`src/rtl/core/scancode_set1_to_ascii_decoder_assert.svh`:
```
// Assertion macros for the scan-code decoder.
// Used by the front-end and top-level modules; no other dependencies.
`ifndef SCANCODE_SET1_TO_ASCII_DECODER_ASSERT_SVH
`define SCANCODE_SET1_TO_ASCII_DECODER_ASSERT_SVH
// Implication checked on every clock edge outside reset.
`define SC_ASSERT_IMP(lbl, clk, rstn, a, c) \
  lbl: assert property (@(posedge clk) disable iff (!rstn) (a) |-> (c)) \
    else $error("assertion failed");
// Implication with the consequent checked in the next cycle.
`define SC_ASSERT_NEXT(lbl, clk, rstn, a, c) \
  lbl: assert property (@(posedge clk) disable iff (!rstn) (a) |=> (c)) \
    else $error("assertion failed");
`endif

```
`src/rtl/core/sc1a_pkg.sv`:
```
// Shared types, command codes and AZERTY tables of the scan-code decoder.
// No dependencies.
`default_nettype none
package sc1a_pkg;
  localparam logic [7:0] CMD_NONE = 8'hFF;
  localparam logic [7:0] CMD_PAUSE = 8'h0D;
  localparam logic [7:0] CMD_PRINT = 8'h0F;
  localparam logic [7:0] CMD_TAB = 8'h10;
  localparam logic [7:0] CMD_CAPS = 8'h11;
  localparam logic [7:0] CMD_SHIFTL = 8'h12;
  localparam logic [7:0] CMD_CTRLL = 8'h13;
  localparam logic [7:0] CMD_ALTL = 8'h14;
  localparam logic [7:0] CMD_WINL = 8'h15;
  localparam logic [7:0] CMD_SHIFTR = 8'h16;
  localparam logic [7:0] CMD_CTRLR = 8'h17;
  localparam logic [7:0] CMD_ALTR = 8'h18;
  localparam logic [7:0] CMD_MENU = 8'h19;
  localparam logic [7:0] CMD_ENTER = 8'h1A;
  localparam logic [7:0] CMD_BACK = 8'h1B;
  localparam logic [7:0] CMD_WINR = 8'h27;
  localparam logic [7:0] CMD_PADENTER = 8'h28;

  localparam logic [7:0] B_E0 = 8'hE0;
  localparam logic [7:0] B_E1 = 8'hE1;
  localparam logic [7:0] B_F0 = 8'hF0;

  // Sequence shape handed from the front end to the back end.
  typedef enum logic [2:0] {
    K_PLAIN, K_EXT, K_REL, K_PAUSE, K_PRINT_P, K_PRINT_R, K_E1_OTHER, K_ERR
  } seq_kind_e;

  typedef struct packed {
    seq_kind_e  kind;
    logic [7:0] key;
  } seq_t;

  function automatic logic [7:0] lower_map(input logic [6:0] k);
    case (k)
      7'h02: lower_map = 8'd38;  7'h03: lower_map = 8'd130; 7'h04: lower_map = 8'd34;
      7'h05: lower_map = 8'd39;  7'h06: lower_map = 8'd40;  7'h07: lower_map = 8'd45;
      7'h08: lower_map = 8'd138; 7'h09: lower_map = 8'd95;  7'h0A: lower_map = 8'd135;
      7'h0B: lower_map = 8'd133; 7'h0C: lower_map = 8'd41;  7'h0D: lower_map = 8'd61;
      7'h10: lower_map = "a"; 7'h11: lower_map = "z"; 7'h12: lower_map = "e";
      7'h13: lower_map = "r"; 7'h14: lower_map = "t"; 7'h15: lower_map = "y";
      7'h16: lower_map = "u"; 7'h17: lower_map = "i"; 7'h18: lower_map = "o";
      7'h19: lower_map = "p"; 7'h1A: lower_map = "^"; 7'h1B: lower_map = "$";
      7'h1E: lower_map = "q"; 7'h1F: lower_map = "s"; 7'h20: lower_map = "d";
      7'h21: lower_map = "f"; 7'h22: lower_map = "g"; 7'h23: lower_map = "h";
      7'h24: lower_map = "j"; 7'h25: lower_map = "k"; 7'h26: lower_map = "l";
      7'h27: lower_map = "m"; 7'h28: lower_map = 8'd151; 7'h29: lower_map = 8'd253;
      7'h2B: lower_map = "*"; 7'h2C: lower_map = "w"; 7'h2D: lower_map = "x";
      7'h2E: lower_map = "c"; 7'h2F: lower_map = "v"; 7'h30: lower_map = "b";
      7'h31: lower_map = "n"; 7'h32: lower_map = ","; 7'h33: lower_map = ";";
      7'h34: lower_map = ":"; 7'h35: lower_map = "!"; 7'h37: lower_map = "*";
      7'h39: lower_map = " "; 7'h47: lower_map = "7"; 7'h48: lower_map = "8";
      7'h49: lower_map = "9"; 7'h4A: lower_map = "-"; 7'h4B: lower_map = "4";
      7'h4C: lower_map = "5"; 7'h4D: lower_map = "6"; 7'h4E: lower_map = "+";
      7'h4F: lower_map = "1"; 7'h50: lower_map = "2"; 7'h51: lower_map = "3";
      7'h52: lower_map = "0"; 7'h53: lower_map = "."; 7'h56: lower_map = "<";
      default: lower_map = 8'd0;
    endcase
  endfunction

  function automatic logic [7:0] upper_map(input logic [6:0] k);
    case (k)
      7'h02: upper_map = "1"; 7'h03: upper_map = "2"; 7'h04: upper_map = "3";
      7'h05: upper_map = "4"; 7'h06: upper_map = "5"; 7'h07: upper_map = "6";
      7'h08: upper_map = "7"; 7'h09: upper_map = "8"; 7'h0A: upper_map = "9";
      7'h0B: upper_map = "0"; 7'h0C: upper_map = 8'd248; 7'h0D: upper_map = "+";
      7'h10: upper_map = "A"; 7'h11: upper_map = "Z"; 7'h12: upper_map = "E";
      7'h13: upper_map = "R"; 7'h14: upper_map = "T"; 7'h15: upper_map = "Y";
      7'h16: upper_map = "U"; 7'h17: upper_map = "I"; 7'h18: upper_map = "O";
      7'h19: upper_map = "P"; 7'h1A: upper_map = 8'hA8; 7'h1B: upper_map = 8'd156;
      7'h1E: upper_map = "Q"; 7'h1F: upper_map = "S"; 7'h20: upper_map = "D";
      7'h21: upper_map = "F"; 7'h22: upper_map = "G"; 7'h23: upper_map = "H";
      7'h24: upper_map = "J"; 7'h25: upper_map = "K"; 7'h26: upper_map = "L";
      7'h27: upper_map = "M"; 7'h28: upper_map = "%"; 7'h29: upper_map = 8'd253;
      7'h2B: upper_map = 8'hB5; 7'h2C: upper_map = "W"; 7'h2D: upper_map = "X";
      7'h2E: upper_map = "C"; 7'h2F: upper_map = "V"; 7'h30: upper_map = "B";
      7'h31: upper_map = "N"; 7'h32: upper_map = "?"; 7'h33: upper_map = ".";
      7'h34: upper_map = "/"; 7'h35: upper_map = 8'hA7; 7'h37: upper_map = "*";
      7'h39: upper_map = " "; 7'h47: upper_map = "7"; 7'h48: upper_map = "8";
      7'h49: upper_map = "9"; 7'h4A: upper_map = "-"; 7'h4B: upper_map = "4";
      7'h4C: upper_map = "5"; 7'h4D: upper_map = "6"; 7'h4E: upper_map = "+";
      7'h4F: upper_map = "1"; 7'h50: upper_map = "2"; 7'h51: upper_map = "3";
      7'h52: upper_map = "0"; 7'h53: upper_map = "."; 7'h56: upper_map = ">";
      default: upper_map = 8'd0;
    endcase
  endfunction

  function automatic logic [7:0] plain_cmd(input logic [6:0] k);
    case (k)
      7'h01: plain_cmd = 8'hF8;
      7'h0E: plain_cmd = CMD_BACK;
      7'h0F: plain_cmd = CMD_TAB;
      7'h1C: plain_cmd = CMD_ENTER;
      7'h1D: plain_cmd = CMD_CTRLL;
      7'h2A: plain_cmd = CMD_SHIFTL;
      7'h36: plain_cmd = CMD_SHIFTR;
      7'h38: plain_cmd = CMD_ALTL;
      7'h3A: plain_cmd = CMD_CAPS;
      7'h3B: plain_cmd = 8'h01; 7'h3C: plain_cmd = 8'h02; 7'h3D: plain_cmd = 8'h03;
      7'h3E: plain_cmd = 8'h04; 7'h3F: plain_cmd = 8'h05; 7'h40: plain_cmd = 8'h06;
      7'h41: plain_cmd = 8'h07; 7'h42: plain_cmd = 8'h08; 7'h43: plain_cmd = 8'h09;
      7'h44: plain_cmd = 8'h0A; 7'h45: plain_cmd = 8'h26; 7'h46: plain_cmd = 8'h0E;
      7'h57: plain_cmd = 8'h0B; 7'h58: plain_cmd = 8'h0C;
      default: plain_cmd = 8'h00;
    endcase
  endfunction

  function automatic logic [7:0] ext_plain(input logic [6:0] k);
    case (k)
      7'h1C: ext_plain = CMD_PADENTER;
      7'h1D: ext_plain = CMD_CTRLR;
      7'h38: ext_plain = CMD_ALTR;
      7'h47: ext_plain = 8'h1D;
      7'h48: ext_plain = 8'h22;
      7'h49: ext_plain = 8'h1E;
      7'h4B: ext_plain = 8'h23;
      7'h4D: ext_plain = 8'h24;
      7'h4F: ext_plain = 8'h20;
      7'h50: ext_plain = 8'h25;
      7'h51: ext_plain = 8'h21;
      7'h52: ext_plain = 8'h1C;
      7'h53: ext_plain = 8'h1F;
      7'h5B: ext_plain = CMD_WINL;
      7'h5C: ext_plain = CMD_WINR;
      7'h5D: ext_plain = CMD_MENU;
      default: ext_plain = 8'h00;
    endcase
  endfunction
endpackage
`default_nettype wire

```
`src/rtl/core/sc1a_front.sv`:
```
// Front end: assembles scan-code bytes into sequences and classifies them.
// Depends on sc1a_pkg and the assertion macro header.
`default_nettype none
`include "scancode_set1_to_ascii_decoder_assert.svh"
module sc1a_front import sc1a_pkg::*; #(
  parameter int unsigned MaxSeqLen = 6
) (
  input  wire logic       clk_i,
  input  wire logic       rst_ni,
  input  wire logic       valid_i,
  input  wire logic [7:0] byte_i,
  output logic            done_o,
  output seq_t            seq_o
);
  localparam int unsigned CntW = $clog2(MaxSeqLen + 1);

  logic [CntW-1:0] cnt_q, cnt_d;
  logic [7:0] b0_q, b0_d, b1_q, b1_d, b2_q, b2_d;
  logic [7:0] b0, b1, b2;

  // The bytes of the sequence as they stand after this byte.
  always_comb begin
    b0 = (cnt_q == '0) ? byte_i : b0_q;
    b1 = (cnt_q == CntW'(1)) ? byte_i : b1_q;
    b2 = (cnt_q == CntW'(2)) ? byte_i : b2_q;
  end

  // Decide whether the sequence stays open, and how a closed one decodes.
  always_comb begin
    done_o = 1'b0;
    cnt_d = cnt_q;
    b0_d = b0;
    b1_d = b1;
    b2_d = b2;
    seq_o.kind = K_PLAIN;
    seq_o.key = b0;
    if (valid_i) begin
      if (b0 == B_E1) begin
        if (cnt_q == CntW'(5)) begin
          done_o = 1'b1;
          seq_o.kind = (b1 == 8'h1D && b2 == 8'h45) ? K_PAUSE : K_E1_OTHER;
        end
      end else if (cnt_q == CntW'(1) && b0 == B_E0 && (b1 == 8'h2A || b1 == 8'hB7)) begin
        // Print-screen form keeps going.
      end else if (byte_i == B_E0 || byte_i == B_F0) begin
        if (cnt_q == CntW'(MaxSeqLen - 1)) begin
          done_o = 1'b1;
          seq_o.kind = K_ERR;
        end
      end else begin
        done_o = 1'b1;
        if (cnt_q == CntW'(3) && b0 == B_E0 && b1 == 8'h2A && b2 == B_E0 && byte_i == 8'h37)
          seq_o.kind = K_PRINT_P;
        else if (cnt_q == CntW'(3) && b0 == B_E0 && b1 == 8'hB7 && b2 == B_E0
                 && byte_i == 8'hAA)
          seq_o.kind = K_PRINT_R;
        else if (b0 == B_F0) begin
          seq_o.kind = K_REL;
          seq_o.key = b1;
        end else if (b0 == B_E0) begin
          seq_o.kind = K_EXT;
          seq_o.key = b1;
        end
      end
      if (done_o) begin
        cnt_d = '0;
        b0_d = '0;
        b1_d = '0;
        b2_d = '0;
      end else begin
        cnt_d = cnt_q + CntW'(1);
      end
    end
  end

  always_ff @(posedge clk_i or negedge rst_ni) begin
    if (!rst_ni) begin
      cnt_q <= '0;
      b0_q <= '0;
      b1_q <= '0;
      b2_q <= '0;
    end else begin
      cnt_q <= cnt_d;
      b0_q <= b0_d;
      b1_q <= b1_d;
      b2_q <= b2_d;
    end
  end

  `SC_ASSERT_IMP(a_cnt_range, clk_i, rst_ni, 1'b1, cnt_q < CntW'(MaxSeqLen))
  `SC_ASSERT_NEXT(a_done_clears, clk_i, rst_ni, done_o, cnt_q == '0)
  `SC_ASSERT_NEXT(a_open_counts, clk_i, rst_ni, valid_i && !done_o,
                  cnt_q == $past(cnt_q) + CntW'(1))
endmodule
`default_nettype wire

```
`src/rtl/core/sc1a_back.sv`:
```
// Back end: turns a classified sequence into command, character and flags.
// Depends on sc1a_pkg.
`default_nettype none
module sc1a_back import sc1a_pkg::*; (
  input  wire logic       clk_i,
  input  wire logic       rst_ni,
  input  wire logic       valid_i,
  input  seq_t            seq_i,
  output logic [7:0]      cmd_o,
  output logic            chv_o,
  output logic [7:0]      ch_o,
  output logic            err_o,
  output logic [9:0]      flags_o
);
  logic [9:0] flags_q, flags_d;
  logic [7:0] cmd;
  logic pressed, ctrl, shift, upper, hold;
  logic [3:0] bitn;
  logic [6:0] k;

  assign k = seq_i.key[6:0];
  assign ctrl = |flags_q[3:2];
  assign shift = |flags_q[1:0];

  // Command lookup and hold-flag update.
  always_comb begin
    cmd = 8'h00;
    pressed = 1'b1;
    case (seq_i.kind)
      K_PAUSE: cmd = CMD_PAUSE;
      K_PRINT_P: cmd = CMD_PRINT;
      K_PRINT_R: begin cmd = CMD_PRINT; pressed = 1'b0; end
      K_REL: begin cmd = plain_cmd(k); pressed = 1'b0; end
      K_EXT: begin
        cmd = ext_plain(k);
        hold = cmd == CMD_CTRLR || cmd == CMD_ALTR || cmd == CMD_WINL ||
               cmd == CMD_WINR || cmd == CMD_MENU;
        if (!hold && (ctrl || shift)) begin
          case (k)
            7'h48: cmd = ctrl ? 8'h29 : 8'h33;
            7'h50: cmd = ctrl ? 8'h30 : 8'h34;
            7'h4B: cmd = ctrl ? 8'h31 : 8'h35;
            7'h4D: cmd = ctrl ? 8'h32 : 8'h36;
            default: cmd = 8'h00;
          endcase
        end
        pressed = !seq_i.key[7];
      end
      K_E1_OTHER: cmd = CMD_NONE;
      default: begin cmd = plain_cmd(k); pressed = !seq_i.key[7]; end
    endcase
    hold = 1'b0;
    bitn = 4'd0;
    case (cmd)
      CMD_SHIFTL: begin bitn = 4'd0; hold = 1'b1; end
      CMD_SHIFTR: begin bitn = 4'd1; hold = 1'b1; end
      CMD_CTRLL: begin bitn = 4'd2; hold = 1'b1; end
      CMD_CTRLR: begin bitn = 4'd3; hold = 1'b1; end
      CMD_ALTL: begin bitn = 4'd4; hold = 1'b1; end
      CMD_ALTR: begin bitn = 4'd5; hold = 1'b1; end
      CMD_WINL: begin bitn = 4'd6; hold = 1'b1; end
      CMD_WINR: begin bitn = 4'd7; hold = 1'b1; end
      CMD_MENU: begin bitn = 4'd8; hold = 1'b1; end
      CMD_CAPS: begin bitn = 4'd9; hold = 1'b1; end
      default: ;
    endcase
    flags_d = flags_q;
    if (seq_i.kind != K_ERR && hold) begin
      if (cmd == CMD_CAPS) flags_d[9] = flags_q[9] ^ pressed;
      else flags_d[bitn] = pressed;
    end
  end

  // Result assembly.
  always_comb begin
    upper = shift ^ flags_q[9];
    err_o = seq_i.kind == K_ERR;
    cmd_o = (err_o || hold || !pressed) ? CMD_NONE : cmd;
    chv_o = 1'b1;
    ch_o = 8'h00;
    if (err_o) chv_o = 1'b0;
    else if (cmd_o == CMD_ENTER || cmd_o == CMD_PADENTER) ch_o = 8'h0A;
    else if (cmd_o == CMD_BACK) ch_o = 8'h08;
    else if (cmd_o == CMD_TAB) ch_o = 8'h09;
    else begin
      chv_o = 1'b0;
      if (cmd_o == 8'h00 && !ctrl) begin
        if (seq_i.kind == K_PLAIN && !seq_i.key[7])
          ch_o = upper ? upper_map(k) : lower_map(k);
        else if (seq_i.kind == K_EXT && !seq_i.key[7] && k == 7'h35)
          ch_o = "/";
        chv_o = ch_o != 8'h00;
      end
    end
    flags_o = flags_d;
  end

  always_ff @(posedge clk_i or negedge rst_ni) begin
    if (!rst_ni) flags_q <= '0;
    else if (valid_i) flags_q <= flags_d;
  end
endmodule
`default_nettype wire

```
`src/rtl/core/scancode_set1_to_ascii_decoder.sv`:
```
// Top level of the set-1 scan-code to AZERTY decoder.
// Depends on sc1a_pkg, sc1a_front, sc1a_back and the assertion header.
//
// One scan byte is taken each cycle while the two-entry sequence queue
// between the front end and the back end has room. The front end closes a
// sequence in the cycle of its last byte and queues its shape. The back end
// decodes the head of the queue, so a result is offered once its sequence
// is registered at the queue head. Bytes may follow back to back with no gap.
// When the receiver stalls, two closed sequences wait in the queue before
// the input is held off.
`default_nettype none
`include "scancode_set1_to_ascii_decoder_assert.svh"
module scancode_set1_to_ascii_decoder import sc1a_pkg::*; #(
  parameter int unsigned MAX_SEQ_LEN = 6
) (
  input  wire logic       clk_i,
  input  wire logic       rst_ni,
  input  wire logic       in_valid_i,
  output logic            in_ready_o,
  input  wire logic [7:0] scan_byte_i,
  output logic            out_valid_o,
  input  wire logic       out_ready_i,
  output logic [7:0]      key_command_o,
  output logic            char_valid_o,
  output logic [7:0]      char_code_o,
  output logic            seq_error_o,
  output logic [9:0]      modifier_flags_o
);
  logic acc, done;
  seq_t seq, q0_q, q1_q;
  logic [1:0] n_q, n_d;
  logic push, pop;

  assign in_ready_o = n_q != 2'd2;
  assign acc = in_valid_i && in_ready_o;

  sc1a_front #(.MaxSeqLen(MAX_SEQ_LEN)) u_front (
    .clk_i, .rst_ni, .valid_i(acc), .byte_i(scan_byte_i), .done_o(done), .seq_o(seq)
  );

  // Two-entry sequence queue; entry 0 is the head.
  assign push = done;
  assign pop = out_valid_o && out_ready_i;
  assign n_d = n_q + {1'b0, push} - {1'b0, pop};

  always_ff @(posedge clk_i or negedge rst_ni) begin
    if (!rst_ni) n_q <= '0;
    else n_q <= n_d;
  end

  always_ff @(posedge clk_i) begin
    if (pop) q0_q <= (n_q == 2'd2) ? q1_q : seq;
    else if (push && n_q == 2'd0) q0_q <= seq;
    if (push && ((n_q == 2'd1 && !pop) || n_q == 2'd2)) q1_q <= seq;
  end

  assign out_valid_o = n_q != 2'd0;

  // The back end decodes the head item and commits its flags when it leaves.
  sc1a_back u_back (
    .clk_i, .rst_ni, .valid_i(pop), .seq_i(q0_q),
    .cmd_o(key_command_o), .chv_o(char_valid_o), .ch_o(char_code_o),
    .err_o(seq_error_o), .flags_o(modifier_flags_o)
  );

  `SC_ASSERT_IMP(a_no_overflow, clk_i, rst_ni, n_q == 2'd2, !done)
  `SC_ASSERT_IMP(a_cnt_max, clk_i, rst_ni, 1'b1, n_q != 2'd3)
  `SC_ASSERT_NEXT(a_hold_out, clk_i, rst_ni, out_valid_o && !out_ready_i,
                  out_valid_o && $stable(q0_q))
endmodule
`default_nettype wire
```
`config.mk`:
```
export PLATFORM = sky130hd
export DESIGN_NAME = scancode_set1_to_ascii_decoder
export DESIGN_NICKNAME = d
export VERILOG_FILES = /design/src/rtl/core/sc1a_pkg.sv /design/src/rtl/core/sc1a_front.sv /design/src/rtl/core/sc1a_back.sv /design/src/rtl/core/scancode_set1_to_ascii_decoder.sv
export VERILOG_INCLUDE_DIRS = /design/src /design/src/rtl/core
export SDC_FILE = /design/constraint.sdc
export NUM_CORES = 1
export LEC_CHECK = 0
export ABC_AREA = 1
export BUFFER_PORTS_ARGS = -buffer_cell sky130_fd_sc_hd__buf_4
export CORE_MARGIN = 5
export CORE_UTILIZATION = 35
export CTS_CLUSTER_SIZE = 10
export DETAILED_ROUTE_END_ITERATION = 8
export GPL_TIMING_DRIVEN = 0
export PLACE_DENSITY = 0.57
export SYNTH_ARGS = -nofsm -noshare
export SYNTH_HDL_FRONTEND = slang
export SYNTH_SLANG_ARGS = --single-unit
```
`constraint.sdc`:
```
create_clock -name clk_i -period 7.3 [get_ports clk_i]
set_clock_uncertainty 0.05 [all_clocks]
set_input_delay 0.365 -clock clk_i [delete_from_list [all_inputs] [get_ports clk_i]]
set_output_delay 0.365 -clock clk_i [all_outputs]
set_load 0.05 [all_outputs]
```
==> results.py <==
metrics = {
    "grt": {
        "grt_pass1_wl_mm": 36.5,
        "grt_max_degree": 40,
        "grtUsageMet1": 0.253,
        "grt_usage": 0.190,
        "grt-ovfl-total": 0,
        "grt_pass1_vias": 7068,
        "grtUsageMet2": 0.302,
        "antenna_found_initial": 0,
        "grt.busiest_layer": "met2",
        "met3_usage": 0.0409,
    },
    "route": {
        "drtIter0Drc": 652,
        "drtAntennaViolNets": 0,
        "drtPass1Iterations": 5,
        "wl_per_cell_um": 15.2,
        "drc": 0,
        "num_vias": 7474,
        "wl_mm": 22.1,
        "avgViaCountPerCell": 5.14,
    },
    "sta": {
        "fin_crit_sh": 0.645,
        "rsz0062_at_grt": "false",
        "worst_pin_slew_ns": 1.15,
        "slew_violations": 0,
        "hold_viol_final": 0,
        "slew_headroom": 0.235,
        "tns_ns": 0,
        "fmax_ghz": 0.212,
        "setup_viol": 0,
        "setup_ws_ns": 2.59,
        "period_needed_ns": 4.71,
    },
    "worst_setup_path": {
        "path_buf_inv": 7,
        "critPathKind": "reg2reg",
        "cpMostUsedCell": "nand2_1",
        "end_kind": "flop",
        "required_ns": 7.48,
        "crit_slowest_cell": "dfrtp_1",
        "crit_family": "simple AND/OR/NAND/NOR gates",
        "worstPathArrival_ns": 4.89,
        "critPathLaunchType": "flop",
        "crit_fanout": 20,
        "slowest_delay_ns": 0.41,
    },
    "clock_network": {
        "path_clk_slew_ns": 0.07,
        "cts_tree": "done",
        "cts_resized": 0,
        "clock-sinks": 77,
        "clkLatencyLatePin_ns": 0.35,
        "cts_max_level": 3,
        "cts_buffer_depth": 2,
        "cts-root-buf": "clkbuf_16",
        "cts_inserted_buffers": 9,
    },
    "pwr": {
        "powerDensity_nw_per_um2": 434,
        "peakVddDrop_mv": 0.149,
        "power_leakage_uw": 0.00425,
    },
    "layout": {
        "drive_above_1_share": 0.146,
        "layout_common_cells": "nand2_1 (408), nand3_1 (128), inv_1 (127)",
        "mostFrequentLayoutCell": "nand2_1",
        "layout.nets": 1211,
        "insertedDiodeCount": 0,
        "fillCellCount": 2167,
        "areaGrowthSynthToFinish_pct": 13.4,
        "fin_util": 0.399,
    },
    "place": {
        "hpwl_mm": 17.4,
        "io_buffer_count": 41,
        "place_ws_ns": 2.65,
        "place_congestion": 0.962,
    },
    "floorplan": {
        "fp-row-count": 52,
        "fp.dieW_um": 152,
        "die_h_um": 152,
        "core_area_um2": 20100,
        "io_pins": 42,
        "start_util": 0.352,
        "design.die.area_um2": 23200,
    },
    "flow_run": {
        "drv_cap": 0,
    },
    "synthesis": {
        "synth_area_um2": 7080,
        "synth_top_area_frac": 0.216,
        "postSynthAreaPerCell_um2": 6.30,
        "async_flop_share": 0.506,
        "synth_ff_type": "dfrtp_1",
        "ys_ff_latch": 77,
        "synth_edf_count": 22,
        "synth.yosys.seq_area_share": 0.276,
        "yosysTopAreaCell": "nand2_1",
        "synthCells": 1125,
        "synth.distinct_cells": 53,
        "syn_nets": 1158,
        "ys_top_cells_by_area": "nand2_1 (22%), dfrtp_1 (14%), edfxtp_1 (9.3%), nand3_1 (9.0%), inv_1 (6.7%)",
        "ys_warn_count": 0,
    },
    "outcome": {
        "status": "complete, no violations",
    },
    "hold_path": {
        "min_path_type": "in2reg",
    },
}
==> area by class of cell <==
type,count,area (um^2),area share
repair buffers,42,318,0.0396
clock buffers,10,239,0.0298
multi-input cells,873,4380,0.546
inverters,146,549,0.0684
well taps,270,338,0.0421
plain buffers,29,195,0.0243
flip-flops and latches,77,1960,0.244
clock inverters,6,52.6,0.00654
==> routing by layer <==
layer / share of wire / wire (um)
met5: 0 / 0
met4: 0.024 / 538
met3: 0.071 / 1580
met2: 0.45 / 10000
met1: 0.45 / 9970
==> logic make-up (layout without fill, tap and decap cells) <==
logic type	Yosys count	in the layout	share of synthesized area
AO/OA/AOI/OAI	111	111	0.0963
XOR/XNOR	3	3	0.00371
adder cells (fa/ha/maj)	21	21	0.0371
buffers and inverters	175	233	0.105
flip-flops	77	77	0.276
AND/OR/NAND/NOR	738	738	0.482
==> power by group <==
group          switching, uW  leakage [uW]  total, uW  internal [uW]
logic                   1720       0.00324       2400            677
clock network            201      0.000146        447            246
registers               65.8      0.000871        638            572
==> through the flow <==
step	instance area, um^2	total power, uW	std cells	hold WS (ns)
detailed placement	7730	3010	1436	0.328
floorplan	7080	2370	1125	0.0194
CTS	8030	3470	1453	0.364
finish	8030	3480	1453	0.380
global route	8030	3770	1453	0.408
global placement	7730	3040	1436	0.329
==> worst min-delay path, delay by kind of cell <==
family | cells | cell delay (ns)
buffers and inverters | 2 | 0.16
and+or+nand+nor | 3 | 0.22
==> Yosys cell counts, types with 9 or more instances <==
master and instances:
nand2_1 408, a21oi_1 17, nand3_2 10, inv_1 127, nor3_1 11, inv_2 17, nand2_2 18, buf_4 10
ha_1 21, nand3_1 128, o21ai_0 48, nor2_2 10, edfxtp_1 22, buf_2 9, nand4_1 31, nor3_2 9
dfrtp_1 39, nor2_1 83, o211ai_1 10, dfxtp_1 16
==> path summary, 6_finish.rpt <==
kind	cells after the start	startpoint	endpoint	slack (ns)
min in group asynchronous	2	rst_ni	u_back.flags_q[5]	0.47
worst min register to register	2	u_back.flags_q[5]	u_back.flags_q[5]	0.44
max in group asynchronous	2	rst_ni	u_front.b1_q[0]	6.33
worst max-delay path	27	u_front.cnt_q[1]	flop	2.59
worst max register to register	27	u_front.cnt_q[1]	flop	2.59
worst min-delay path	5	scan_byte_i[6]	u_front.b0_q[6]	0.38
==> timing repair <==
action,4_1_cts,5_1_grt
setup endpoints to repair,0,0
setup buffers,0,0
hold buffers,1,0
hold endpoints to repair,39,0
(Power assumes the default switching activity.)
